**src/sv/psl_pkg.sv**
```systemverilog
// Shared types and constants for the permutation swap lower bound block.
package psl_pkg;

  // Default capacity of the token store.
  localparam int unsigned MaxNodesDefault = 16;

  // Fixed field widths of the beats.
  localparam int unsigned TokW   = 4;
  localparam int unsigned TotW   = 7;
  localparam int unsigned DmaxW  = 3;
  localparam int unsigned CycW   = 4;
  localparam int unsigned BoundW = 6;

  // Sequencer states.
  typedef enum logic [2:0] {
    S_IDLE,
    S_CHECK,
    S_OUTER,
    S_MARK,
    S_FOLLOW,
    S_PAR,
    S_PDRAIN,
    S_DONE
  } psl_state_e;

  // Running totals from the loader, seen by the sequencer.
  typedef struct packed {
    logic [TotW-1:0]  dist_sum;
    logic [DmaxW-1:0] dist_max;
    logic             bad;
  } psl_acc_t;

  // One finished result.
  typedef struct packed {
    logic [TotW-1:0]   total_hamming;
    logic [DmaxW-1:0]  max_hamming;
    logic [CycW-1:0]   cycle_bound;
    logic              inversion_parity;
    logic [BoundW-1:0] swap_bound;
    logic              bad_input;
  } psl_res_t;

endpackage

```
**src/sv/permutation_swap_lower_bound_core.sv**
```systemverilog
// Top level of the permutation swap lower bound block.
//
// Input beats carry one token each, in node order; the beat with last_token_i
// set closes the permutation. Non-closing beats are taken one per cycle and
// fold their Hamming distance into running totals as they arrive. After the
// closing beat the block drops in_ready_o and runs its sequencer over the
// token store: a check step, a cycle walk (a mark and a follow step per node,
// one outer step per node index and a final one), and a pairwise inversion
// scan on the two-port store with a final drain step. With a bad input the
// sequencer skips the walk and the scan. One result beat leaves through an
// output register. The next permutation may load while that beat waits; if
// the receiver still stalls when the following result is ready, the
// sequencer holds and in_ready_o stays low.
// Reset empties the loader, drops the output valid flag and idles the
// sequencer; the token store needs no clearing.
module permutation_swap_lower_bound_core #(
  parameter int unsigned MAX_NODES = psl_pkg::MaxNodesDefault
) (
  input  logic                        clk_i,
  input  logic                        rst_ni,
  input  logic                        in_valid_i,
  output logic                        in_ready_o,
  input  logic [psl_pkg::TokW-1:0]    token_i,
  input  logic                        last_token_i,
  output logic                        out_valid_o,
  input  logic                        out_ready_i,
  output logic [psl_pkg::TotW-1:0]    total_hamming_o,
  output logic [psl_pkg::DmaxW-1:0]   max_hamming_o,
  output logic [psl_pkg::CycW-1:0]    cycle_bound_o,
  output logic                        inversion_parity_o,
  output logic [psl_pkg::BoundW-1:0]  swap_bound_o,
  output logic                        bad_input_o
);
  import psl_pkg::*;

  localparam int unsigned CW = $clog2(MAX_NODES + 1);
  localparam int unsigned IW = (MAX_NODES > 1) ? $clog2(MAX_NODES) : 1;

  logic          beat;
  logic          idle;
  logic          clear;
  logic          res_vld;
  logic          res_free;
  logic [CW-1:0] count;
  psl_acc_t      acc;
  psl_res_t      res;
  psl_res_t      out_q;
  logic          out_vld_q, out_vld_d;
  logic          wr_en;
  logic [IW-1:0] wr_addr;
  logic [IW-1:0] rd_a_addr;
  logic [IW-1:0] rd_b_addr;
  logic [TokW-1:0] rd_a_data;
  logic [TokW-1:0] rd_b_data;

  assign in_ready_o = idle;
  assign beat       = in_valid_i && idle;
  assign res_free   = !out_vld_q || out_ready_i;

  psl_load #(.MaxNodes(MAX_NODES)) u_load (
    .clk_i     (clk_i),
    .rst_ni    (rst_ni),
    .beat_i    (beat),
    .token_i   (token_i),
    .clear_i   (clear),
    .count_o   (count),
    .acc_o     (acc),
    .wr_en_o   (wr_en),
    .wr_addr_o (wr_addr)
  );

  psl_tstore #(.Depth(MAX_NODES)) u_tstore (
    .clk_i       (clk_i),
    .wr_en_i     (wr_en),
    .wr_addr_i   (wr_addr),
    .wr_data_i   (token_i),
    .rd_a_addr_i (rd_a_addr),
    .rd_b_addr_i (rd_b_addr),
    .rd_a_data_o (rd_a_data),
    .rd_b_data_o (rd_b_data)
  );

  psl_seq #(.MaxNodes(MAX_NODES)) u_seq (
    .clk_i       (clk_i),
    .rst_ni      (rst_ni),
    .start_i     (beat && last_token_i),
    .count_i     (count),
    .acc_i       (acc),
    .res_free_i  (res_free),
    .rd_a_data_i (rd_a_data),
    .rd_b_data_i (rd_b_data),
    .rd_a_addr_o (rd_a_addr),
    .rd_b_addr_o (rd_b_addr),
    .idle_o      (idle),
    .clear_o     (clear),
    .res_vld_o   (res_vld),
    .res_o       (res)
  );

  // Output register valid flag.
  always_comb begin
    out_vld_d = out_vld_q;
    if (res_vld) begin
      out_vld_d = 1'b1;
    end else if (out_ready_i) begin
      out_vld_d = 1'b0;
    end
  end

  always_ff @(posedge clk_i or negedge rst_ni) begin
    if (!rst_ni) begin
      out_vld_q <= 1'b0;
    end else begin
      out_vld_q <= out_vld_d;
    end
  end

  // Output payload, loaded when a result is handed over.
  always_ff @(posedge clk_i) begin
    if (res_vld) begin
      out_q <= res;
    end
  end

  assign out_valid_o        = out_vld_q;
  assign total_hamming_o    = out_q.total_hamming;
  assign max_hamming_o      = out_q.max_hamming;
  assign cycle_bound_o      = out_q.cycle_bound;
  assign inversion_parity_o = out_q.inversion_parity;
  assign swap_bound_o       = out_q.swap_bound;
  assign bad_input_o        = out_q.bad_input;

endmodule

```
**src/sv/psl_tstore.sv**
```systemverilog
// Token store: one write port and two registered read ports.
module psl_tstore #(
  parameter int unsigned Depth = psl_pkg::MaxNodesDefault
) (
  input  logic                                         clk_i,
  input  logic                                         wr_en_i,
  input  logic [(Depth > 1 ? $clog2(Depth) : 1)-1:0]   wr_addr_i,
  input  logic [psl_pkg::TokW-1:0]                     wr_data_i,
  input  logic [(Depth > 1 ? $clog2(Depth) : 1)-1:0]   rd_a_addr_i,
  input  logic [(Depth > 1 ? $clog2(Depth) : 1)-1:0]   rd_b_addr_i,
  output logic [psl_pkg::TokW-1:0]                     rd_a_data_o,
  output logic [psl_pkg::TokW-1:0]                     rd_b_data_o
);
  import psl_pkg::*;

  logic [TokW-1:0] mem_q [Depth];

  // Write port.
  always_ff @(posedge clk_i) begin
    if (wr_en_i) begin
      mem_q[wr_addr_i] <= wr_data_i;
    end
  end

  // Two read ports with registered data.
  always_ff @(posedge clk_i) begin
    rd_a_data_o <= mem_q[rd_a_addr_i];
    rd_b_data_o <= mem_q[rd_b_addr_i];
  end

endmodule

```
**src/sv/psl_load.sv**
```systemverilog
// Loader: counts nodes, accumulates Hamming distances and tracks errors.
module psl_load #(
  parameter int unsigned MaxNodes = psl_pkg::MaxNodesDefault
) (
  input  logic                                            clk_i,
  input  logic                                            rst_ni,
  input  logic                                            beat_i,
  input  logic [psl_pkg::TokW-1:0]                        token_i,
  input  logic                                            clear_i,
  output logic [$clog2(MaxNodes + 1)-1:0]                 count_o,
  output psl_pkg::psl_acc_t                               acc_o,
  output logic                                            wr_en_o,
  output logic [(MaxNodes > 1 ? $clog2(MaxNodes) : 1)-1:0] wr_addr_o
);
  import psl_pkg::*;

  localparam int unsigned CW = $clog2(MaxNodes + 1);
  localparam int unsigned IW = (MaxNodes > 1) ? $clog2(MaxNodes) : 1;
  localparam int unsigned XW = (IW > TokW) ? IW : TokW;
  localparam int unsigned MW = (CW > TokW) ? CW : TokW;

  logic [CW-1:0]    count_q, count_d;
  logic [TotW-1:0]  sum_q, sum_d;
  logic [DmaxW-1:0] dmax_q, dmax_d;
  logic [TokW-1:0]  maxtok_q, maxtok_d;
  logic             err_q, err_d;
  logic             store;
  logic [XW-1:0]    diff;
  logic [3:0]       node_dist;
  logic [7:0]       sum_w;
  logic [DmaxW-1:0] dist_cl;

  assign store = beat_i && (count_q < CW'(MaxNodes));

  // Hamming distance between the node index and its token.
  always_comb begin
    node_dist = '0;
    diff = XW'(count_q[IW-1:0]) ^ XW'(token_i);
    for (int b = 0; b < XW; b++) begin
      node_dist = node_dist + 4'(diff[b]);
    end
  end

  // Saturating accumulation and the next register values.
  always_comb begin
    sum_w    = 8'(sum_q) + 8'(node_dist);
    dist_cl  = (node_dist > 4'd7) ? 3'd7 : node_dist[DmaxW-1:0];
    count_d  = count_q;
    sum_d    = sum_q;
    dmax_d   = dmax_q;
    maxtok_d = maxtok_q;
    err_d    = err_q;
    if (clear_i) begin
      count_d  = '0;
      sum_d    = '0;
      dmax_d   = '0;
      maxtok_d = '0;
      err_d    = 1'b0;
    end else if (store) begin
      count_d  = count_q + CW'(1);
      sum_d    = (sum_w > 8'd127) ? 7'd127 : sum_w[TotW-1:0];
      dmax_d   = (dist_cl > dmax_q) ? dist_cl : dmax_q;
      maxtok_d = (token_i > maxtok_q) ? token_i : maxtok_q;
    end else if (beat_i) begin
      err_d = 1'b1;
    end
  end

  always_ff @(posedge clk_i or negedge rst_ni) begin
    if (!rst_ni) begin
      count_q  <= '0;
      sum_q    <= '0;
      dmax_q   <= '0;
      maxtok_q <= '0;
      err_q    <= 1'b0;
    end else begin
      count_q  <= count_d;
      sum_q    <= sum_d;
      dmax_q   <= dmax_d;
      maxtok_q <= maxtok_d;
      err_q    <= err_d;
    end
  end

  // A stored token not below the node count is out of range.
  assign acc_o.dist_sum = sum_q;
  assign acc_o.dist_max = dmax_q;
  assign acc_o.bad      = err_q || (MW'(maxtok_q) >= MW'(count_q));
  assign count_o        = count_q;
  assign wr_en_o        = store;
  assign wr_addr_o      = count_q[IW-1:0];

endmodule

```
**src/sv/psl_seq.sv**
```systemverilog
// Sequencer: cycle walk and pairwise inversion parity over the token store.
module psl_seq #(
  parameter int unsigned MaxNodes = psl_pkg::MaxNodesDefault
) (
  input  logic                                             clk_i,
  input  logic                                             rst_ni,
  input  logic                                             start_i,
  input  logic [$clog2(MaxNodes + 1)-1:0]                  count_i,
  input  psl_pkg::psl_acc_t                                acc_i,
  input  logic                                             res_free_i,
  input  logic [psl_pkg::TokW-1:0]                         rd_a_data_i,
  input  logic [psl_pkg::TokW-1:0]                         rd_b_data_i,
  output logic [(MaxNodes > 1 ? $clog2(MaxNodes) : 1)-1:0] rd_a_addr_o,
  output logic [(MaxNodes > 1 ? $clog2(MaxNodes) : 1)-1:0] rd_b_addr_o,
  output logic                                             idle_o,
  output logic                                             clear_o,
  output logic                                             res_vld_o,
  output psl_pkg::psl_res_t                                res_o
);
  import psl_pkg::*;

  localparam int unsigned CW = $clog2(MaxNodes + 1);
  localparam int unsigned IW = (MaxNodes > 1) ? $clog2(MaxNodes) : 1;
  localparam int unsigned XW = (IW > TokW) ? IW : TokW;
  localparam int unsigned SW = (CW > CycW) ? CW : CycW;

  psl_state_e          state_q, state_d;
  logic [MaxNodes-1:0] visited_q, visited_d;
  logic [CW-1:0]       i_q, i_d;
  logic [CW-1:0]       cyc_q, cyc_d;
  logic [CW-1:0]       pi_q, pi_d;
  logic [CW-1:0]       pj_q, pj_d;
  logic [IW-1:0]       cur_q, cur_d;
  logic                par_q, par_d;
  logic                cmp_vld_q, cmp_vld_d;
  logic [XW-1:0]       t_ext;
  logic [IW-1:0]       t_idx;
  logic [SW-1:0]       diff_w;
  logic [CycW-1:0]     cyc_bound;
  logic [7:0]          half;
  logic [7:0]          bound_a;
  logic [7:0]          bound_b;
  logic [7:0]          bound_c;

  // The token just read names the next node of the chain.
  assign t_ext = XW'(rd_a_data_i);
  assign t_idx = t_ext[IW-1:0];

  // Next state, walk counters and the shared compare.
  always_comb begin
    state_d     = state_q;
    visited_d   = visited_q;
    i_d         = i_q;
    cyc_d       = cyc_q;
    pi_d        = pi_q;
    pj_d        = pj_q;
    cur_d       = cur_q;
    cmp_vld_d   = 1'b0;
    clear_o     = 1'b0;
    res_vld_o   = 1'b0;
    rd_a_addr_o = cur_q;
    rd_b_addr_o = pj_q[IW-1:0];
    par_d       = par_q ^ (cmp_vld_q && (rd_a_data_i > rd_b_data_i));
    unique case (state_q)
      S_IDLE: begin
        if (start_i) begin
          state_d = S_CHECK;
        end
      end
      S_CHECK: begin
        visited_d = '0;
        i_d       = '0;
        cyc_d     = '0;
        par_d     = 1'b0;
        state_d   = acc_i.bad ? S_DONE : S_OUTER;
      end
      S_OUTER: begin
        if (i_q == count_i) begin
          if (count_i < CW'(2)) begin
            state_d = S_DONE;
          end else begin
            pi_d    = '0;
            pj_d    = CW'(1);
            state_d = S_PAR;
          end
        end else if (visited_q[i_q[IW-1:0]]) begin
          i_d = i_q + CW'(1);
        end else begin
          cyc_d   = cyc_q + CW'(1);
          cur_d   = i_q[IW-1:0];
          state_d = S_MARK;
        end
      end
      S_MARK: begin
        visited_d[cur_q] = 1'b1;
        state_d          = S_FOLLOW;
      end
      S_FOLLOW: begin
        if (visited_q[t_idx]) begin
          i_d     = i_q + CW'(1);
          state_d = S_OUTER;
        end else begin
          cur_d   = t_idx;
          state_d = S_MARK;
        end
      end
      S_PAR: begin
        rd_a_addr_o = pi_q[IW-1:0];
        cmp_vld_d   = 1'b1;
        if (pj_q == count_i - CW'(1)) begin
          if (pi_q == count_i - CW'(2)) begin
            state_d = S_PDRAIN;
          end else begin
            pi_d = pi_q + CW'(1);
            pj_d = pi_q + CW'(2);
          end
        end else begin
          pj_d = pj_q + CW'(1);
        end
      end
      S_PDRAIN: begin
        state_d = S_DONE;
      end
      S_DONE: begin
        if (res_free_i) begin
          res_vld_o = 1'b1;
          clear_o   = 1'b1;
          state_d   = S_IDLE;
        end
      end
      default: begin
        state_d = S_IDLE;
      end
    endcase
  end

  // Combine the bounds and apply the parity correction, or report a bad input.
  always_comb begin
    diff_w    = SW'(count_i - cyc_q);
    cyc_bound = (diff_w > SW'(15)) ? 4'hF : diff_w[CycW-1:0];
    half      = (8'(acc_i.dist_sum) + 8'd1) >> 1;
    bound_a   = (8'(acc_i.dist_max) > half) ? 8'(acc_i.dist_max) : half;
    bound_b   = (8'(cyc_bound) > bound_a) ? 8'(cyc_bound) : bound_a;
    bound_c   = (bound_b[0] != par_q) ? bound_b + 8'd1 : bound_b;
    if (acc_i.bad) begin
      res_o           = '0;
      res_o.bad_input = 1'b1;
    end else begin
      res_o.total_hamming    = acc_i.dist_sum;
      res_o.max_hamming      = acc_i.dist_max;
      res_o.cycle_bound      = cyc_bound;
      res_o.inversion_parity = par_q;
      res_o.swap_bound       = (bound_c > 8'd63) ? 6'd63 : bound_c[BoundW-1:0];
      res_o.bad_input        = 1'b0;
    end
  end

  assign idle_o = (state_q == S_IDLE);

  // State and control registers.
  always_ff @(posedge clk_i or negedge rst_ni) begin
    if (!rst_ni) begin
      state_q   <= S_IDLE;
      visited_q <= '0;
      i_q       <= '0;
      cyc_q     <= '0;
      pi_q      <= '0;
      pj_q      <= '0;
      cur_q     <= '0;
      par_q     <= 1'b0;
      cmp_vld_q <= 1'b0;
    end else begin
      state_q   <= state_d;
      visited_q <= visited_d;
      i_q       <= i_d;
      cyc_q     <= cyc_d;
      pi_q      <= pi_d;
      pj_q      <= pj_d;
      cur_q     <= cur_d;
      par_q     <= par_d;
      cmp_vld_q <= cmp_vld_d;
    end
  end

endmodule

```
**config.mk**
```make
export PLATFORM = sky130hd
export DESIGN_NAME = permutation_swap_lower_bound_core
export DESIGN_NICKNAME = d
export VERILOG_FILES = /design/src/sv/psl_pkg.sv /design/src/sv/permutation_swap_lower_bound_core.sv /design/src/sv/psl_tstore.sv /design/src/sv/psl_load.sv /design/src/sv/psl_seq.sv
export SDC_FILE = /design/constraint.sdc
export NUM_CORES = 1
export LEC_CHECK = 0
export ABC_CLOCK_PERIOD_IN_PS = 13900
export BUFFER_PORTS_ARGS = -buffer_cell sky130_fd_sc_hd__buf_4
export CAP_MARGIN = 30
export CORE_UTILIZATION = 50
export CTS_CLUSTER_SIZE = 14
export DETAILED_ROUTE_END_ITERATION = 6
export GPL_ROUTABILITY_DRIVEN = 0
export MAX_ROUTING_LAYER = met4
export PLACE_DENSITY_LB_ADDON = 0.15
export SYNTH_ARGS = -nofsm -noshare
export SYNTH_HDL_FRONTEND = slang
export SYNTH_SLANG_ARGS = --single-unit
```
**constraint.sdc**
```tcl
create_clock -name clk_i -period 13.9 [get_ports clk_i]
set_input_delay 1.39 -clock clk_i [delete_from_list [all_inputs] [get_ports clk_i]]
set_output_delay 1.39 -clock clk_i [all_outputs]
set_load 0.02 [all_outputs]
```
==> flow_metrics.py, run 1 <==
metrics = {
    "layout": {
        "drive_gt1_frac": 0.185,
        "antenna_cells": 0,
        "nFillCells": 1495,
        "fin_util": 0.565,
        "area_growth_pct": 11.1,
        "final_nets": 849,
        "final_common_cell": "edfxtp_1",
        "final_cell_mix": "86 x edfxtp_1, 81 x nor2_1, 66 x dfrtp_1",
    },
    "clocking": {
        "cts_tree": "built",
        "clk_pin_slew_ps": 70,
        "cts_hold_buf": 0,
        "numClockSinks": 160,
        "clk_latency_ps": 440,
        "cts_setup_buffers": 0,
        "clock_path_buffers": 2,
        "cts_buffers": 17,
        "clk_root_buffer_cell": "clkbuf_16",
        "cts_resized": 0,
        "ctsHtreeMaxLevel": 4,
    },
    "sta": {
        "max_freq_mhz": 177,
        "fin_worst_skew_ps": 9.63,
        "min_period_ps": 5650,
        "finalCritPeriodShare": 0.407,
        "finalHoldViolations": 0,
        "setup_viol": 0,
        "slew_headroom": 0.318,
        "holdWs_ps": 511,
        "tightestPinTransition_ps": 1020,
        "tns_ps": 0,
        "drv_slew": 0,
        "rsz0062_at_grt": "false",
    },
    "routing": {
        "drc": 0,
        "highest_layer": "met4",
        "via_per_inst": 6.00,
        "wl_met2_mm": 9.74,
        "wl_met3_mm": 1.08,
        "met1_length_mm": 9.22,
        "wire_per_inst_um": 19.8,
        "totalWireLength_mm": 20.5,
        "postRouteAntennaNets": 0,
        "drt-initial-drc-count": 572,
        "vias": 6199,
        "first_pass_iters": 6,
    },
    "floorplan": {
        "core_area_um2": 17900,
        "pin_count": 33,
        "die_y_um": 137,
        "start_util": 0.509,
        "die_area_um2": 18800,
        "die_w_um": 137,
        "std_cell_rows": 49,
    },
    "synth": {
        "async_reset_ff_frac": 0.413,
        "synth_cell_type_count": 74,
        "avgSynthCellArea_um2": 11.8,
        "synth_top_family_by_area": "multiplexers",
        "synth-seq-cells": 160,
        "yosys.area_share.adder": 0.0698,
        "synth-edff-count": 86,
        "ys_warn_count": 0,
        "yosys_most_used_dff": "edfxtp_1",
        "synth-simple-area-share": 0.130,
        "synth_cells": 772,
        "muxShareOfSynthArea": 0.136,
        "synth.net_count": 830,
        "ys_seq_area_frac": 0.482,
        "synth_xor_area_frac": 0.0470,
        "synth_compound_area_frac": 0.0965,
        "syn-cell-area_um2": 9110,
    },
    "critical_path": {
        "crit_top_cell": "ha_1",
        "crit_chain": "nand3_2 -> xor2_1 -> ha_1 -> nand2_1 -> o21ai_0 -> nand3_1 -> nor2_1 -> mux2_2 -> ha_1 -> nor2b_1 -> o211a_1 -> o21ai_2 -> mux2i_1 -> a2bb2oi_2 -> inv_1 -> ha_1 -> nor3b_1 -> o21ai_0 -> o311ai_0 -> or3_4 -> a22oi_2 -> o22ai_1",
        "crit_family": "compound AO/OA/AOI/OAI gates",
        "critPathBufInv": 1,
        "max_stage_delay_ps": 510,
        "critPathMaxFanout": 8,
        "reg2reg_depth": 22,
        "cp.depth": 22,
        "worstPathArrival_ps": 5810,
        "worstSetupPathType": "reg2reg",
        "crit_path_end_kind": "register",
        "slowest_stage": "dfrtp_1",
        "cp-start-kind": "register",
        "required_ps": 14060,
    },
    "global_route": {
        "first_global_vias": 6068,
        "grt_max_degree": 67,
        "overflow": 0,
        "grt_pass1_wl_mm": 32.9,
        "antenna_found_initial": 0,
        "grt_usage": 0.242,
    },
    "power": {
        "p_leak_nw": 4.01,
        "p_per_area_nw_per_um2": 227,
        "peakVddDrop_uv": 165,
        "p_total_mw": 2.30,
    },
    "worst_hold_path": {
        "holdPathStages": 2,
        "hp-class": "reg2reg",
    },
    "place": {
        "place.port_buffers": 32,
        "hpwl_mm": 14.5,
    },
    "status": {
        "outcome": "completed",
    },
    "run": {
        "max-cap-violations": 0,
    },
}
## cell families after synthesis
kind of cell | count (synthesis)
simple gates | 235
mux | 66
fa+ha+maj | 49
xor+xnor | 48
flops | 160
compound gates | 133
buf+inv | 81
## worst register-to-register path, cell delays in order (launching register included)
cell and delay (ps):
dfrtp_1 510, nand3_2 180, xor2_1 210, ha_1 340, nand2_1 50, o21ai_0 210
nand3_1 230, nor2_1 310, mux2_2 390, ha_1 310, nor2b_1 140, o211a_1 220
o21ai_2 300, mux2i_1 200, a2bb2oi_2 270, inv_1 70, ha_1 230, nor3b_1 160
o21ai_0 140, o311ai_0 150, or3_4 390, a22oi_2 230, o22ai_1 120
## through the flow
stage,instance area (um^2),setup WS (ps),cells
floorplan,9110,9010,772
global placement,9490,8700,1000
detailed placement,9500,8390,1001
CTS,10100,8350,1033
global route,10100,7930,1033
finish,10100,8250,1033
## path summary, 6_finish.rpt
kind,start,to,slack (ps)
max in group asynchronous,rst_ni,u_seq.par_q$_DFF_PN0_,12220
max reg2reg,u_load.sum_q[2]$_DFFE_PN0P_,swap_bound_o[3]$_SDFFCE_PN0P_,8250
max,u_load.sum_q[2]$_DFFE_PN0P_,swap_bound_o[3]$_SDFFCE_PN0P_,8250
min reg2reg,u_load.err_q$_DFFE_PN0P_,u_load.err_q$_DFFE_PN0P_,510
min in group asynchronous,rst_ni,u_seq.cyc_q[4]$_DFFE_PN0P_,1070
min,u_load.err_q$_DFFE_PN0P_,u_load.err_q$_DFFE_PN0P_,510
## power by group
part / internal, mW / switching [mW] / leakage (nW)
clock network: 0.259 / 0.224 / 0.298
logic: 0.485 / 0.615 / 1.96
registers: 0.595 / 0.121 / 1.74
## cell type report
cell class | count | area [um^2] | share of cell area
sequential | 160 | 4390 | 0.434
timing repair buffer | 37 | 285 | 0.0282
clock inverter | 15 | 196 | 0.0194
multi-input combinational | 531 | 4370 | 0.432
clock buffer | 17 | 425 | 0.0420
tap | 229 | 287 | 0.0283
inverter | 44 | 165 | 0.0163
## registers in the layout (all words and copies together), names as in the netlist, 4 cells and up
| name | count |
|---|---|
| u_tstore.mem_q | 64 |
| u_seq.visited_q | 16 |
| total_hamming_o | 7 |
| u_load.sum_q | 7 |
| swap_bound_o | 6 |
| u_load.count_o | 5 |
| u_seq.cyc_q | 5 |
| u_seq.i_q | 5 |
| u_seq.pi_q | 5 |
| u_seq.pj_q | 5 |
| cycle_bound_o | 4 |
| u_load.maxtok_q | 4 |
| u_seq.cur_q | 4 |
| u_tstore.rd_a_data_o | 4 |
| u_tstore.rd_b_data_o | 4 |
## layer usage
layer,global-route usage,vias to the layer above
li1,-,2879
met1,0.326,3078
met2,0.373,210
met3,0.0407,32
met4,0.0806,0
met5,-,-
## synth_stat cells, types with 3 or more instances
library cell	n	share of area
fa_1	3	0.0066
edfxtp_1	86	0.28
nand2b_1	7	0.0048
o21ai_0	19	0.010
a21oi_1	40	0.022
nand3_1	19	0.010
or2_2	3	0.0021
clkbuf_1	16	0.0066
a31oi_1	11	0.0076
mux2i_1	16	0.018
nor2b_1	11	0.0076
buf_1	4	0.0016
mux2_2	4	0.0049
o22ai_1	5	0.0034
nand3b_1	3	0.0025
a211oi_1	5	0.0041
dfxtp_1	8	0.018
dfrtp_1	66	0.18
buf_2	10	0.0055
nor2_1	81	0.033
o221a_2	4	0.0049
mux4_2	46	0.11
nor3b_1	4	0.0033
nor4_1	3	0.0021
o21a_1	4	0.0033
nor3_1	19	0.010
buf_4	4	0.0033
o31ai_1	12	0.0099
inv_1	43	0.018
nand4_1	8	0.0055
and2_1	7	0.0048
a21o_1	9	0.0074
o21ai_1	4	0.0022
o211ai_1	3	0.0025
xor2_1	25	0.024
xnor2_1	22	0.021
ha_1	46	0.063
nand2_1	47	0.019
Note: power is estimated with default switching activity, not from simulation.
==> run 2: changes to the inputs <==
--- a/config.mk
+++ b/config.mk
@@ -5,7 +5,8 @@
 export SDC_FILE = /design/constraint.sdc
 export NUM_CORES = 1
 export LEC_CHECK = 0
-export ABC_CLOCK_PERIOD_IN_PS = 13900
+export ABC_AREA = 1
+export ABC_CLOCK_PERIOD_IN_PS = 4800
 export BUFFER_PORTS_ARGS = -buffer_cell sky130_fd_sc_hd__buf_4
 export CAP_MARGIN = 30
 export CORE_UTILIZATION = 50
==> constraint.sdc (replaced) <==
create_clock -name clk_i -period 4.8 [get_ports clk_i]
set_input_delay 0.48 -clock clk_i [delete_from_list [all_inputs] [get_ports clk_i]]
set_output_delay 0.48 -clock clk_i [all_outputs]
set_load 0.02 [all_outputs]
==> run 2 against run 1 <==
Compared with the run above: core utilization is 0.63 points higher; maximum frequency rose by 38%; critical path depth rose by 1; final area rose by 2.5%; combinational power grew to 4.0 times the previous value; die area is 2.9% higher; non-clock buffer count up 5.
==> flow_metrics.py, run 2 <==
metrics = {
    "critical_path": {
        "worstPathArrival_ps": 4250,
        "worstSetupPathType": "reg2reg",
        "required_ps": 4960,
        "reg2reg_depth": 23,
        "critPathMaxFanout": 10,
        "crit_path_end_kind": "register",
        "cp-start-kind": "register",
    },
    "floorplan": {
        "pin_count": 33,
        "die_w_um": 139,
        "std_cell_rows": 49,
        "die_area_um2": 19300,
        "die_y_um": 139,
        "start_util": 0.517,
        "core_area_um2": 18100,
    },
    "sta": {
        "setup_viol": 0,
        "min_period_ps": 4090,
        "tns_ps": 0,
        "setup_slack_ps": 713,
        "tightestPinTransition_ps": 920,
        "max_freq_mhz": 245,
        "finalCritPeriodShare": 0.851,
        "fin_worst_skew_ps": 11.1,
        "slew_headroom": 0.386,
        "drv_slew": 0,
        "finalHoldViolations": 0,
        "rsz0062_at_grt": "false",
    },
    "routing": {
        "first_pass_iters": 5,
        "postRouteAntennaNets": 0,
        "drc": 0,
        "drt-initial-drc-count": 772,
        "wire_per_inst_um": 17.2,
        "via_per_inst": 5.70,
        "totalWireLength_mm": 23.4,
        "vias": 7772,
    },
    "layout": {
        "drive_gt1_frac": 0.0944,
        "final_cell_area_um2": 10400,
        "regMostFlops": "u_tstore.mem_q",
        "final_nets": 1179,
        "nFillCells": 1653,
        "final_cell_mix": "156 x nand2_1, 139 x inv_1, 130 x nor2_1",
        "regArea_um2": 4390,
        "antenna_cells": 0,
        "multi_input_area_um2": 4250,
        "largestRegisters": "u_tstore.mem_q: 64 flops, u_seq.visited_q: 16 flops",
        "largest_register_ffs": 64,
        "final_common_cell": "nand2_1",
        "area_growth_pct": 10.6,
    },
    "power": {
        "p_leak_nw": 4.43,
        "peakVddDrop_uv": 899,
        "p_per_area_nw_per_um2": 746,
        "switchingPower_mw": 3.79,
        "power_frac_comb": 0.566,
        "seq_power_share": 0.268,
        "p_clk_frac": 0.166,
        "swShare": 0.490,
        "intPower_mw": 3.94,
    },
    "global_route": {
        "grt_pass1_wl_mm": 38.0,
        "grt_usage": 0.259,
        "first_global_vias": 7482,
        "antenna_found_initial": 0,
        "overflow": 0,
        "grt_max_degree": 67,
    },
    "synth": {
        "synthTopCellsByArea": "edfxtp_1 28%, dfrtp_1 18%, o21ai_0 6.9%, nand2_1 6.2%, ha_1 6.1%",
        "ys_warn_count": 0,
        "synth_cells": 1101,
        "synth_top_area_share": 0.275,
        "synth_cell_type_count": 53,
        "yosysMostFrequentCell": "nand2_1",
        "yosys_most_used_dff": "edfxtp_1",
        "synth-edff-count": 86,
        "synth.net_count": 1159,
        "avgSynthCellArea_um2": 8.52,
        "ys_seq_area_frac": 0.468,
        "async_reset_ff_frac": 0.413,
        "syn-cell-area_um2": 9380,
        "synthTopCellsByCount": "156 x nand2_1, 139 x inv_1, 131 x nor2_1",
        "synth_top_area_cell": "edfxtp_1",
        "synth-seq-cells": 160,
    },
    "place": {
        "dpl-instance-area_um2": 9810,
        "hpwl_mm": 16.5,
        "pre_cts_ws_ps": 710,
        "place.port_buffers": 32,
    },
    "status": {
        "outcome": "completed",
    },
    "clocking": {
        "cts_resized": 0,
        "clk_latency_ps": 430,
        "numClockSinks": 160,
        "cts_hold_buf": 0,
        "clock_path_buffers": 2,
        "clk_pin_slew_ps": 70,
        "cts_buffers": 17,
        "cts_setup_buffers": 0,
        "clk_root_buffer_cell": "clkbuf_16",
        "cts_tree": "built",
        "ctsHtreeMaxLevel": 4,
    },
    "worst_hold_path": {
        "hp-class": "in2async",
    },
    "run": {
        "max-cap-violations": 0,
    },
}
-- run 2: cell types whose count changed after synthesis, sizes merged, moves of 12 or more --
cell	previous run	this run
a21oi	42	57
inv	43	143
mux2i	16	1
mux4	46	0
nand2	49	165
nand3	21	73
nor2	83	136
nor2b	12	0
o211ai	3	17
o21ai	24	135
o221ai	0	23
o31ai	12	0
-- run 2: cell type report --
| cell class | count | share of cell area |
|---|---|---|
| multi-input cells | 756 | 0.410 |
| flip-flops and latches | 160 | 0.423 |
| well taps | 229 | 0.0276 |
| repair buffers | 42 | 0.0323 |
| clock buffers | 18 | 0.0423 |
| clock inverters | 14 | 0.0119 |
| inverters | 144 | 0.0525 |
-- run 2: worst paths after layout --
path                                           startpoint                        endpoint  slack [ps]
max                         u_load.count_o[0]$_DFFE_PN0P_   swap_bound_o[4]$_SDFFCE_PN0P_         710
min in group clk_i                            out_ready_i         out_valid_o$_DFFE_PN0P_         330
min reg2reg                u_seq.visited_q[8]$_DFFE_PN0P_  u_seq.visited_q[8]$_DFFE_PN0P_         540
min                                                rst_ni       u_seq.pj_q[2]$_DFFE_PN0P_         170
max reg2reg                 u_load.count_o[0]$_DFFE_PN0P_   swap_bound_o[4]$_SDFFCE_PN0P_         710
max in group asynchronous                          rst_ni   u_load.count_o[2]$_DFFE_PN0P_        4020
-- run 2: power by group through the flow --
stage          Combinational, mW  Sequential [mW]  Clock, mW
3_3_place_gp                4.28             2.09          0
5_1_grt                     5.00             2.11       1.34
6_report                    4.38             2.07       1.28
3_5_place_dp                4.36             2.09          0
2_1_floorplan               3.40             1.97          0
4_1_cts                     4.39             2.07       1.30
-- run 2: cell families (layout without fill, tap and decap cells) --
kind of cell	count (synthesis)	in the layout	share of synthesized area
buffers and inverters	185	218	0.0787
XOR/XNOR	27	27	0.0252
AND/OR/NAND/NOR	417	417	0.196
flip-flops	160	160	0.468
AO/OA/AOI/OAI	262	262	0.163
multiplexers	1	1	0.00107
adder cells (fa/ha/maj)	49	49	0.0677
-- run 2: per-layer routing --
metal / routed length (um) / GRT usage / vias up
met3: 1250 / 0.0345 / 39
met2: 11400 / 0.423 / 230
li1: - / - / 3824
met5: 0 / - / -
met1: 10300 / 0.330 / 3679
met4: 465 / 0.0965 / 0
-- run 2: per-stage QoR --
stage               instances  hold WS, ps  utilization  power (mW)
floorplan                1101          184            -        5.37
finish                   1363          171        0.572        7.74
detailed placement       1331          519        0.541        6.45
global placement         1330          509        0.539        6.37
CTS                      1363          219        0.572        7.76
global route             1363          254        0.572        8.46
-- run 2: critical path, cell delays in order, from the launching register on --
cell and delay [ps]:
dfrtp_1 520, inv_1 230, ha_1 170, inv_1 50, fa_1 390, nand3_1 100, nand3_1 80, nand2_1 120
inv_1 60, nor2_1 340, ha_1 310, nand3_1 80, nand2_1 50, nor2_1 210, nand2_4 130, o21ai_4 210
ha_1 280, nand4_1 110, nand2_1 80, nand2_1 50, nand2_1 50, nand2_1 50, nor2_1 80, nor2_1 50
